===== config.mk =====
export PLATFORM = sky130hd
export DESIGN_NAME = bitplane_to_rgb555_pixel_converter
export DESIGN_NICKNAME = d
export VERILOG_FILES = /design/src/rtl/core/bp2rgb_pkg.sv /design/src/rtl/core/bp2rgb_cell.sv /design/src/rtl/core/bp2rgb_palette.sv /design/src/rtl/core/bitplane_to_rgb555_pixel_converter.sv
export SDC_FILE = /design/constraint.sdc
export NUM_CORES = 1
export LEC_CHECK = 0
export BUFFER_PORTS_ARGS = -buffer_cell sky130_fd_sc_hd__buf_2
export CAP_MARGIN = 15
export CORE_ASPECT_RATIO = 0.7
export CORE_MARGIN = 1
export CORE_UTILIZATION = 54
export CTS_CLUSTER_DIAMETER = 60
export DETAILED_ROUTE_END_ITERATION = 10
export HOLD_SLACK_MARGIN = 0.03
export PLACE_DENSITY_LB_ADDON = 0.2
export SLEW_MARGIN = 10
export SYNTH_ARGS = -nofsm -noshare
export SYNTH_HDL_FRONTEND = slang
export SYNTH_SLANG_ARGS = --single-unit

===== constraint.sdc =====
create_clock -name i_clk -period 3.4 [get_ports i_clk]
set_clock_uncertainty 0.1 [all_clocks]
set_input_delay 0.34 -clock i_clk [delete_from_list [all_inputs] [get_ports i_clk]]
set_output_delay 0.34 -clock i_clk [all_outputs]
set_load 0.01 [all_outputs]

===== src/rtl/core/bp2rgb_pkg.sv =====
// Shared types, constants and colour widening for the bitplane to RGB555 converter.
// Used by every module in rtl/core; depends on nothing.
`timescale 1ns / 1ps

package bp2rgb_pkg;

    localparam int GROUP_PIXELS = 16;
    localparam int PLANES       = 4;
    localparam int PENS         = 16;
    localparam int PEN_W        = 4;
    localparam int POS_W        = 4;
    localparam int RGB_W        = 15;
    localparam int VAL_W        = 12;
    localparam int LEFT_W       = $clog2(GROUP_PIXELS + 1);

    localparam logic FUNC_PAL_WRITE = 1'b0;
    localparam logic FUNC_GROUP     = 1'b1;

    typedef struct packed {
        logic             func;
        logic [15:0]      plane0;
        logic [15:0]      plane1;
        logic [15:0]      plane2;
        logic [15:0]      plane3;
        logic [PEN_W-1:0] pal_index;
        logic [VAL_W-1:0] pal_value;
    } t_in_item;

    typedef struct packed {
        logic [PEN_W-1:0] pen;
        logic [RGB_W-1:0] color;
        logic [POS_W-1:0] pixel_pos;
        logic             last;
    } t_out_item;

    // Palette write request into the colour store
    typedef struct packed {
        logic             en;
        logic [PEN_W-1:0] idx;
        logic [VAL_W-1:0] value;
    } t_pal_wr;

    // Per-cycle control for the row of pixel cells
    typedef struct packed {
        logic load;
        logic shift;
    } t_cell_ctl;

    // c * 31 / 7, truncated, for a 3-bit channel
    function automatic logic [4:0] widen3to5(input logic [2:0] c);
        logic [4:0] v;
        case (c)
            3'd0:    v = 5'd0;
            3'd1:    v = 5'd4;
            3'd2:    v = 5'd8;
            3'd3:    v = 5'd13;
            3'd4:    v = 5'd17;
            3'd5:    v = 5'd22;
            3'd6:    v = 5'd26;
            3'd7:    v = 5'd31;
            default: v = 5'd0;
        endcase
        return v;
    endfunction

    function automatic logic [RGB_W-1:0] to_rgb555(input logic [VAL_W-1:0] w);
        return {widen3to5(w[10:8]), widen3to5(w[6:4]), widen3to5(w[2:0])};
    endfunction

endpackage


===== src/rtl/core/bp2rgb_cell.sv =====
// One pixel cell of the shifter row: holds a 4-bit pen and passes it to its left neighbour.
// Depends on bp2rgb_pkg.
`timescale 1ns / 1ps

module bp2rgb_cell (
    input  logic                        i_clk,
    input  bp2rgb_pkg::t_cell_ctl       i_ctl,
    input  logic [bp2rgb_pkg::PEN_W-1:0] i_load_pen,
    input  logic [bp2rgb_pkg::PEN_W-1:0] i_next_pen,
    output logic [bp2rgb_pkg::PEN_W-1:0] o_pen
);

    logic [bp2rgb_pkg::PEN_W-1:0] r_pen;

    // load a fresh column, otherwise take the right neighbour's pen on a shift
    always_ff @(posedge i_clk) begin
        if (i_ctl.load) begin
            r_pen <= i_load_pen;
        end else if (i_ctl.shift) begin
            r_pen <= i_next_pen;
        end
    end

    assign o_pen = r_pen;

endmodule


===== src/rtl/core/bp2rgb_palette.sv =====
// Sixteen-entry RGB555 colour store, widened from 3-bit channels on write.
// Depends on bp2rgb_pkg.
`timescale 1ns / 1ps

module bp2rgb_palette (
    input  logic                         i_clk,
    input  logic                         i_rst_n,
    input  bp2rgb_pkg::t_pal_wr          i_wr,
    input  logic [bp2rgb_pkg::PEN_W-1:0] i_rd_pen,
    output logic [bp2rgb_pkg::RGB_W-1:0] o_rd_color
);

    logic [bp2rgb_pkg::RGB_W-1:0] r_pal [bp2rgb_pkg::PENS];

    always_ff @(posedge i_clk) begin
        if (!i_rst_n) begin
            for (int k = 0; k < bp2rgb_pkg::PENS; k++) begin
                r_pal[k] <= '0;
            end
        end else if (i_wr.en) begin
            r_pal[i_wr.idx] <= bp2rgb_pkg::to_rgb555(i_wr.value);
        end
    end

    assign o_rd_color = r_pal[i_rd_pen];

endmodule


===== src/rtl/core/bitplane_to_rgb555_pixel_converter.sv =====
// Top level of the 4-bitplane low-res to RGB555 pixel converter.
// Depends on bp2rgb_pkg, bp2rgb_cell and bp2rgb_palette.
`timescale 1ns / 1ps

// A group transaction (func = 1) loads its four plane words into a row of
// sixteen pixel cells, one 4-bit pen per cell, leftmost pixel in cell 0.
// The row shifts one cell left per clock unless the output stalls; the pen
// leaving cell 0 is looked up in the colour store and registered as one
// output transaction, so a group yields sixteen pixels, one pixel per clock.
// The next group is taken in the cycle the last pixel leaves the row, so
// groups follow one another with no gap while the output does not stall.
// A palette write (func = 0) yields no output; it is accepted only once
// the row has drained or as its last pixel leaves, so every pixel of a
// group sees the palette as it stood when the group arrived. Output
// stalls hold the row; the output register lets the row refill while a
// pixel waits. The colour store clears to zero on reset.

module bitplane_to_rgb555_pixel_converter (
    input  logic                  i_clk,
    input  logic                  i_rst_n,
    input  logic                  i_in_valid,
    output logic                  o_in_ready,
    input  bp2rgb_pkg::t_in_item  i_in_data,
    output logic                  o_out_valid,
    input  logic                  i_out_ready,
    output bp2rgb_pkg::t_out_item o_out_data
);

    localparam int PIX = bp2rgb_pkg::GROUP_PIXELS;
    localparam int LW  = bp2rgb_pkg::LEFT_W;
    localparam int PW  = bp2rgb_pkg::PEN_W;

    logic [LW-1:0]               r_left;
    logic [LW-1:0]               n_left;
    logic                        r_out_valid;
    logic                        n_out_valid;
    bp2rgb_pkg::t_out_item       r_out;
    bp2rgb_pkg::t_out_item       n_out;

    logic                        w_accept;
    logic                        w_advance;
    bp2rgb_pkg::t_cell_ctl       w_ctl;
    bp2rgb_pkg::t_pal_wr         w_wr;
    logic [bp2rgb_pkg::RGB_W-1:0] w_color;
    logic [PW-1:0]               w_pen [PIX+1];

    // advance the row whenever a pixel remains and the output register frees
    assign w_advance  = (r_left != '0) && (!r_out_valid || i_out_ready);
    // take a transaction when the row is empty or its last pixel leaves now
    assign o_in_ready = (r_left == '0) || ((r_left == LW'(1)) && w_advance);
    assign w_accept   = i_in_valid && o_in_ready;

    assign w_ctl.load  = w_accept && (i_in_data.func == bp2rgb_pkg::FUNC_GROUP);
    assign w_ctl.shift = w_advance;

    assign w_wr.en    = w_accept && (i_in_data.func == bp2rgb_pkg::FUNC_PAL_WRITE);
    assign w_wr.idx   = i_in_data.pal_index;
    assign w_wr.value = i_in_data.pal_value;

    // the cell beyond the right end feeds zeros
    assign w_pen[PIX] = '0;

    for (genvar k = 0; k < PIX; k++) begin : g_cell
        bp2rgb_cell u_cell (
            .i_clk      (i_clk),
            .i_ctl      (w_ctl),
            .i_load_pen ({i_in_data.plane3[PIX-1-k], i_in_data.plane2[PIX-1-k],
                          i_in_data.plane1[PIX-1-k], i_in_data.plane0[PIX-1-k]}),
            .i_next_pen (w_pen[k+1]),
            .o_pen      (w_pen[k])
        );
    end

    bp2rgb_palette u_palette (
        .i_clk      (i_clk),
        .i_rst_n    (i_rst_n),
        .i_wr       (w_wr),
        .i_rd_pen   (w_pen[0]),
        .o_rd_color (w_color)
    );

    always_comb begin
        n_left      = r_left;
        n_out_valid = r_out_valid;
        n_out       = r_out;
        if (w_advance) begin
            n_left          = r_left - LW'(1);
            n_out_valid     = 1'b1;
            n_out.pen       = w_pen[0];
            n_out.color     = w_color;
            // position counts up as the remaining count runs down
            n_out.pixel_pos = bp2rgb_pkg::POS_W'(LW'(PIX) - r_left);
            n_out.last      = (r_left == LW'(1));
        end else if (i_out_ready) begin
            n_out_valid = 1'b0;
        end
        if (w_ctl.load) begin
            n_left = LW'(PIX);
        end
    end

    always_ff @(posedge i_clk) begin
        if (!i_rst_n) begin
            r_left      <= '0;
            r_out_valid <= 1'b0;
        end else begin
            r_left      <= n_left;
            r_out_valid <= n_out_valid;
        end
    end

    always_ff @(posedge i_clk) begin
        r_out <= n_out;
    end

    assign o_out_valid = r_out_valid;
    assign o_out_data  = r_out;

endmodule


* After elaboration in Yosys (flattened, before gate mapping)
Memory sizes are Yosys's and may differ from the RTL's. A register that Yosys moved wholly into a read port is not among the register bits.
Cells that the tools add are included.
** Operators by class
- Add/sub/neg operators :: 2
- Equality and inequality tests :: 1
- Mux-type cells :: 49
- Bitwise operators :: 2
- Reduce and logical (&&, ||, !) cells :: 14
** Operator list (number)
- 2-to-1 mux 4 bit :: 33
- 2-to-1 mux 5 bit :: 8
- 2-to-1 mux 15 bit :: 1
- OR reduction 15 bit :: 1
- 2-to-1 mux 1 bit :: 7
- == test 5 x 1 -> 1 bit, second input constant :: 1
- logical AND 1 bit :: 5
- logical NOT 5 bit :: 1
- nonzero test 5 bit :: 1
- subtractor 5 x 1 -> 5 bit, second input constant :: 1
- nonzero test 2 bit :: 2
- subtractor 1 x 4 -> 4 bit, first input constant :: 1
- logical OR 1 bit :: 2
- NOT 1 bit :: 2
- OR reduction 2 bit :: 1
- logical NOT 1 bit :: 1
** Storage, ports and cells
- Register bits :: 79
- Memory bits (writable) :: 240
- Bits in read-only memories :: 120
- Input bits :: 85
- Word-level logic and storage cells :: 94
- Memories kept :: 4
** Memory list
- u_palette.r_pal :: depth 16, width 15, read ports 1, clocked after Yosys merged registers in 1, wr ports 16, RTL line bp2rgb_palette.sv:13 : logic [bp2rgb_pkg::RGB_W-1:0] r_pal [bp2rgb_pkg::PENS];
- (no name shown) :: depth 8, width 5, read ports 1, clocked after Yosys merged registers in 0, wr ports 0, RTL line bp2rgb_pkg.sv:52 : case (c)
- (no name shown) :: depth 8, width 5, read ports 1, clocked after Yosys merged registers in 0, wr ports 0, RTL line bp2rgb_pkg.sv:52
- (no name shown) :: depth 8, width 5, read ports 1, clocked after Yosys merged registers in 0, wr ports 0, RTL line bp2rgb_pkg.sv:52

* Depth between registers and ports, before layout
- Depth after elaboration :: 12
- Depth in mapped cells :: 8
- Gate-level depth less buffers :: 6

* Hierarchy
Synthesis repeated with hierarchy kept, for this count alone.
** Second synthesis, totals
- Cell total of the unflattened synthesis :: 926
- Area, all modules :: 14410.1 sq um
** By module, submodules not included
- bp2rgb_palette :: times used 1, cells each 718, area an instance 10600.2 sq um, sequential area each 7206.9 sq um
- bp2rgb_cell :: times used 16, cells each 9, area an instance 171.4 sq um, sequential area each 120.1 sq um
- bitplane_to_rgb555_pixel_converter :: times used 1, cells each 64, area an instance 1067.3 sq um, sequential area each 840.8 sq um

* Least setup slack after synthesis
No wires, ideal clock.
- Kind :: register -> register
- Start point :: register r_left[0]
- End point :: memory u_palette.r_pal[5][0] in the netlist's numbering, enable pin
- Arrival time :: 2.829 ns
- Path slack :: 0.040 ns
- Stages on the path, launching flop included :: 7
- Path buffers :: 1
- Cell sequence :: dfxtp_1 > inv_1 > ha_1 > a21o_1 > buf_4 > nand3_1 > o41ai_1
** RTL lines
- start: declaration :: RTL line bitplane_to_rgb555_pixel_converter.sv:33 : logic [LW-1:0] r_left;
- start signal: assignment :: RTL line bitplane_to_rgb555_pixel_converter.sv:107 : r_left <= n_left;
- end: declaration :: RTL line bp2rgb_palette.sv:13

==> flow_summary.yaml <==
final_layout:
  seqCellArea_sq_um: 9970
  diodes: 0
  finish.utilization_pct: 64.0
  fin_nets: 1212
  n_fill_cell: 2006
  multi_input_area_sq_um: 4390
  syn_to_final_growth_pct: 16.3
  final_area_sq_um: 17100
  drive_gt1_share_pct: 30.9
  fin_cells: 1501
worst_setup_path:
  crit_path_max_incr_delay_ns: 0.50
  timing.critical_path.required_ns: 3.49
  critPathTopFamily: "buffers and inverters"
  start_kind: "flop"
  end_kind: "flop"
  path_buf_inv: 3
  cp_common_cell: "buf_4"
  cp.arrival_ns: 2.96
  slowest_stage: "nand3_1"
  crit_type: "flop to flop"
  worstPathCellList: "inv_1 -> ha_1 -> a21o_1 -> nand3_1 -> buf_4 -> o21ai_1 -> buf_4"
  crit_fanout: 12
cts:
  cts_max_level: 2
  cts_max_path_buffers: 3
  cts_root_buf: "clkbuf_16"
  cts-resized-gates: 0
  numCtsBuffers: 34
  clkSinkCount: 334
  clkLatencyLatePin_ns: 0.52
  cts_tree: "built"
  clk_pin_slew_ns: 0.06
  holdBufCountCts: 8
  postCtsSetupBuffers: 0
synthesis:
  synth_area_leaders: "edfxtp_1, mux4_2, nor2_1, mux2_2, a22oi_1"
  ys_seq_elements: 334
  synthTopCellsByCount: "edfxtp_1, nor2_1, mux4_2"
  async_flop_share_pct: 0
  synth_fp_nets: 1063
  synth_top_flop_cell: "edfxtp_1"
  synth_edf_count: 328
  synth.distinct_cells: 46
  syn_inst: 969
  syn_area_sq_um: 14700
  synth_area_per_cell_sq_um: 15.2
  seq_area_frac_synth_pct: 67.8
  yosysTopAreaCellShare_pct: 67.0
  synth.most_common_cell: "edfxtp_1"
  yosysTopAreaCell: "edfxtp_1"
  yosys_warnings: 0
timing:
  slew_headroom_pct: 47.2
  rsz0062_at_grt: "false"
  fin_ws_ns: 0.530
  hold_slack_ns: 0.0374
  hold_viol_final: 0
  tightest_slew_ns: 0.792
  period_share_pct: 84.4
  fmax_mhz: 348
  finalSetupViolations: 0
  slew_violations: 0
  fin_tns_setup_ns: 0
  fin_crit_ns: 2.87
detailed_routing:
  vias: 8927
  drc: 0
  initialDrtViolationCount: 1170
  wl_per_cell_microns: 23.9
  postRouteAntennaNets: 0
  via_per_inst: 5.95
  first_pass_iters: 7
  wl_microns: 35800
placement:
  pre_cts_slack_ns: 0.608
  placed_cells: 1432
  place_congestion: 0.827
  place_hpwl_microns: 23400
  port-buffer-count: 107
  placed_area_sq_um: 15900
global_route:
  gr-usage-all-layers_pct: 26.5
  grt_max_degree: 65
  antenna_found_initial: 1
  grt_overflow: 0
  grt_pass1_wl_microns: 53100
  grt_pass1_vias: 8770
pwr:
  max-vdd-ir-drop_uv: 574
  internal-power_mw: 9.57
  switching_share_pct: 30.4
  report.power.total_mw: 13.7
  combPwrFrac_pct: 29.8
  power.density_nw_per_um2: 805
  clkPwrFrac_pct: 26.7
  sequentialPowerShare_pct: 43.5
  leakage_nw: 6.05
  power_switching_mw: 4.18
outcome:
  status: "complete, no violations"
floorplan:
  fp.dieH_microns: 140
  die_area_sq_um: 27900
  die_w_microns: 199
  start_util_pct: 55.0
  boundaryPins: 111
  row_count: 50
  core_region_area_sq_um: 26700
min_path:
  hp-class: "input port to flop"
run:
  cap_violations: 0
-- cells by family after synthesis --
group | Yosys count | synth area share (%)
xor gates and xnor gates | 3 | 0.179
buffers and inverters | 79 | 2.48
muxes | 124 | 14.1
AOI/OAI and AO/OA | 54 | 2.56
DFF | 334 | 67.8
and+or+nand+nor | 366 | 12.1
adders and majority gates | 9 | 0.766
-- registers in the layout (all words and copies together), names as in the netlist --
name	flops
r_left	5
u_palette.r_pal	240
g_cell.u_cell.o_pen	64
o_out_valid	1
o_out_data	24
-- worst register-to-register path, stage by stage (launching register included) --
cell     delay (ns)
dfxtp_1        0.34
inv_1          0.12
ha_1           0.28
a21o_1         0.36
nand3_1        0.50
buf_4          0.37
o21ai_1        0.20
buf_4          0.29
-- power groups by stage --
stage / Combinational (mW) / Sequential (mW) / Clock [mW]
5_1_grt: 4.43 / 6.06 / 3.88
6_report: 4.10 / 5.98 / 3.67
3_3_place_gp: 4.03 / 6.03 / 0
2_1_floorplan: 2.68 / 6.10 / 0
4_1_cts: 4.13 / 5.99 / 3.72
3_5_place_dp: 4.08 / 6.07 / 0
-- cells in the final DEF (no fill, tap or decap), drive strengths merged, types with 9 or more instances in the layout --
| cell type | Yosys | final |
|---|---|---|
| clkbuf | 22 | 38 |
| and2 | 18 | 18 |
| dlygate4sd3 | 0 | 14 |
| ha | 9 | 9 |
| nand3 | 10 | 10 |
| buf | 39 | 160 |
| nor2b | 11 | 11 |
| inv | 18 | 19 |
| nand4 | 13 | 13 |
| nor3 | 38 | 38 |
| mux2 | 60 | 60 |
| nor2 | 206 | 206 |
| a22oi | 30 | 30 |
| edfxtp | 328 | 328 |
| mux4 | 60 | 60 |
| clkinv | 0 | 12 |
| o21ai | 15 | 15 |
| nand2 | 49 | 49 |
-- metal layers --
layer / track usage (%) / share of wire [%] / vias to the layer above
met5: 0 / 0 / -
li1: - / - / 3944
met4: 4.86 / 1.1 / 0
met1: 41.3 / 43 / 4464
met3: 8.40 / 12 / 38
met2: 36.8 / 44 / 481
-- cell type report --
| cell class | count | share of cell area [%] |
|---|---|---|
| clock inverters | 17 | 1.06 |
| flip-flops and latches | 334 | 58.3 |
| clock buffers | 38 | 5.19 |
| multi-input cells | 556 | 25.7 |
| inverters | 18 | 0.395 |
| repair buffers | 174 | 6.65 |
| well taps | 364 | 2.67 |
-- worst paths after layout --
path / startpoint / endpoint / slack [ns] / depth (start not counted)
max reg2reg: r_left[0]$_SDFFE_PP0P_ / u_palette.r_pal[12][7]$_SDFFCE_PN0P_ / 0.53 / 7
min: i_in_data[73] / g_cell[6].u_cell.o_pen[0]$_DFFE_PP_ / 0.04 / 2
max: r_left[0]$_SDFFE_PP0P_ / u_palette.r_pal[12][7]$_SDFFCE_PN0P_ / 0.53 / 7
min reg2reg: r_left[0]$_SDFFE_PP0P_ / o_out_data[1]$_DFFE_PP_ / 0.41 / 0
(Power assumes the default switching activity.)
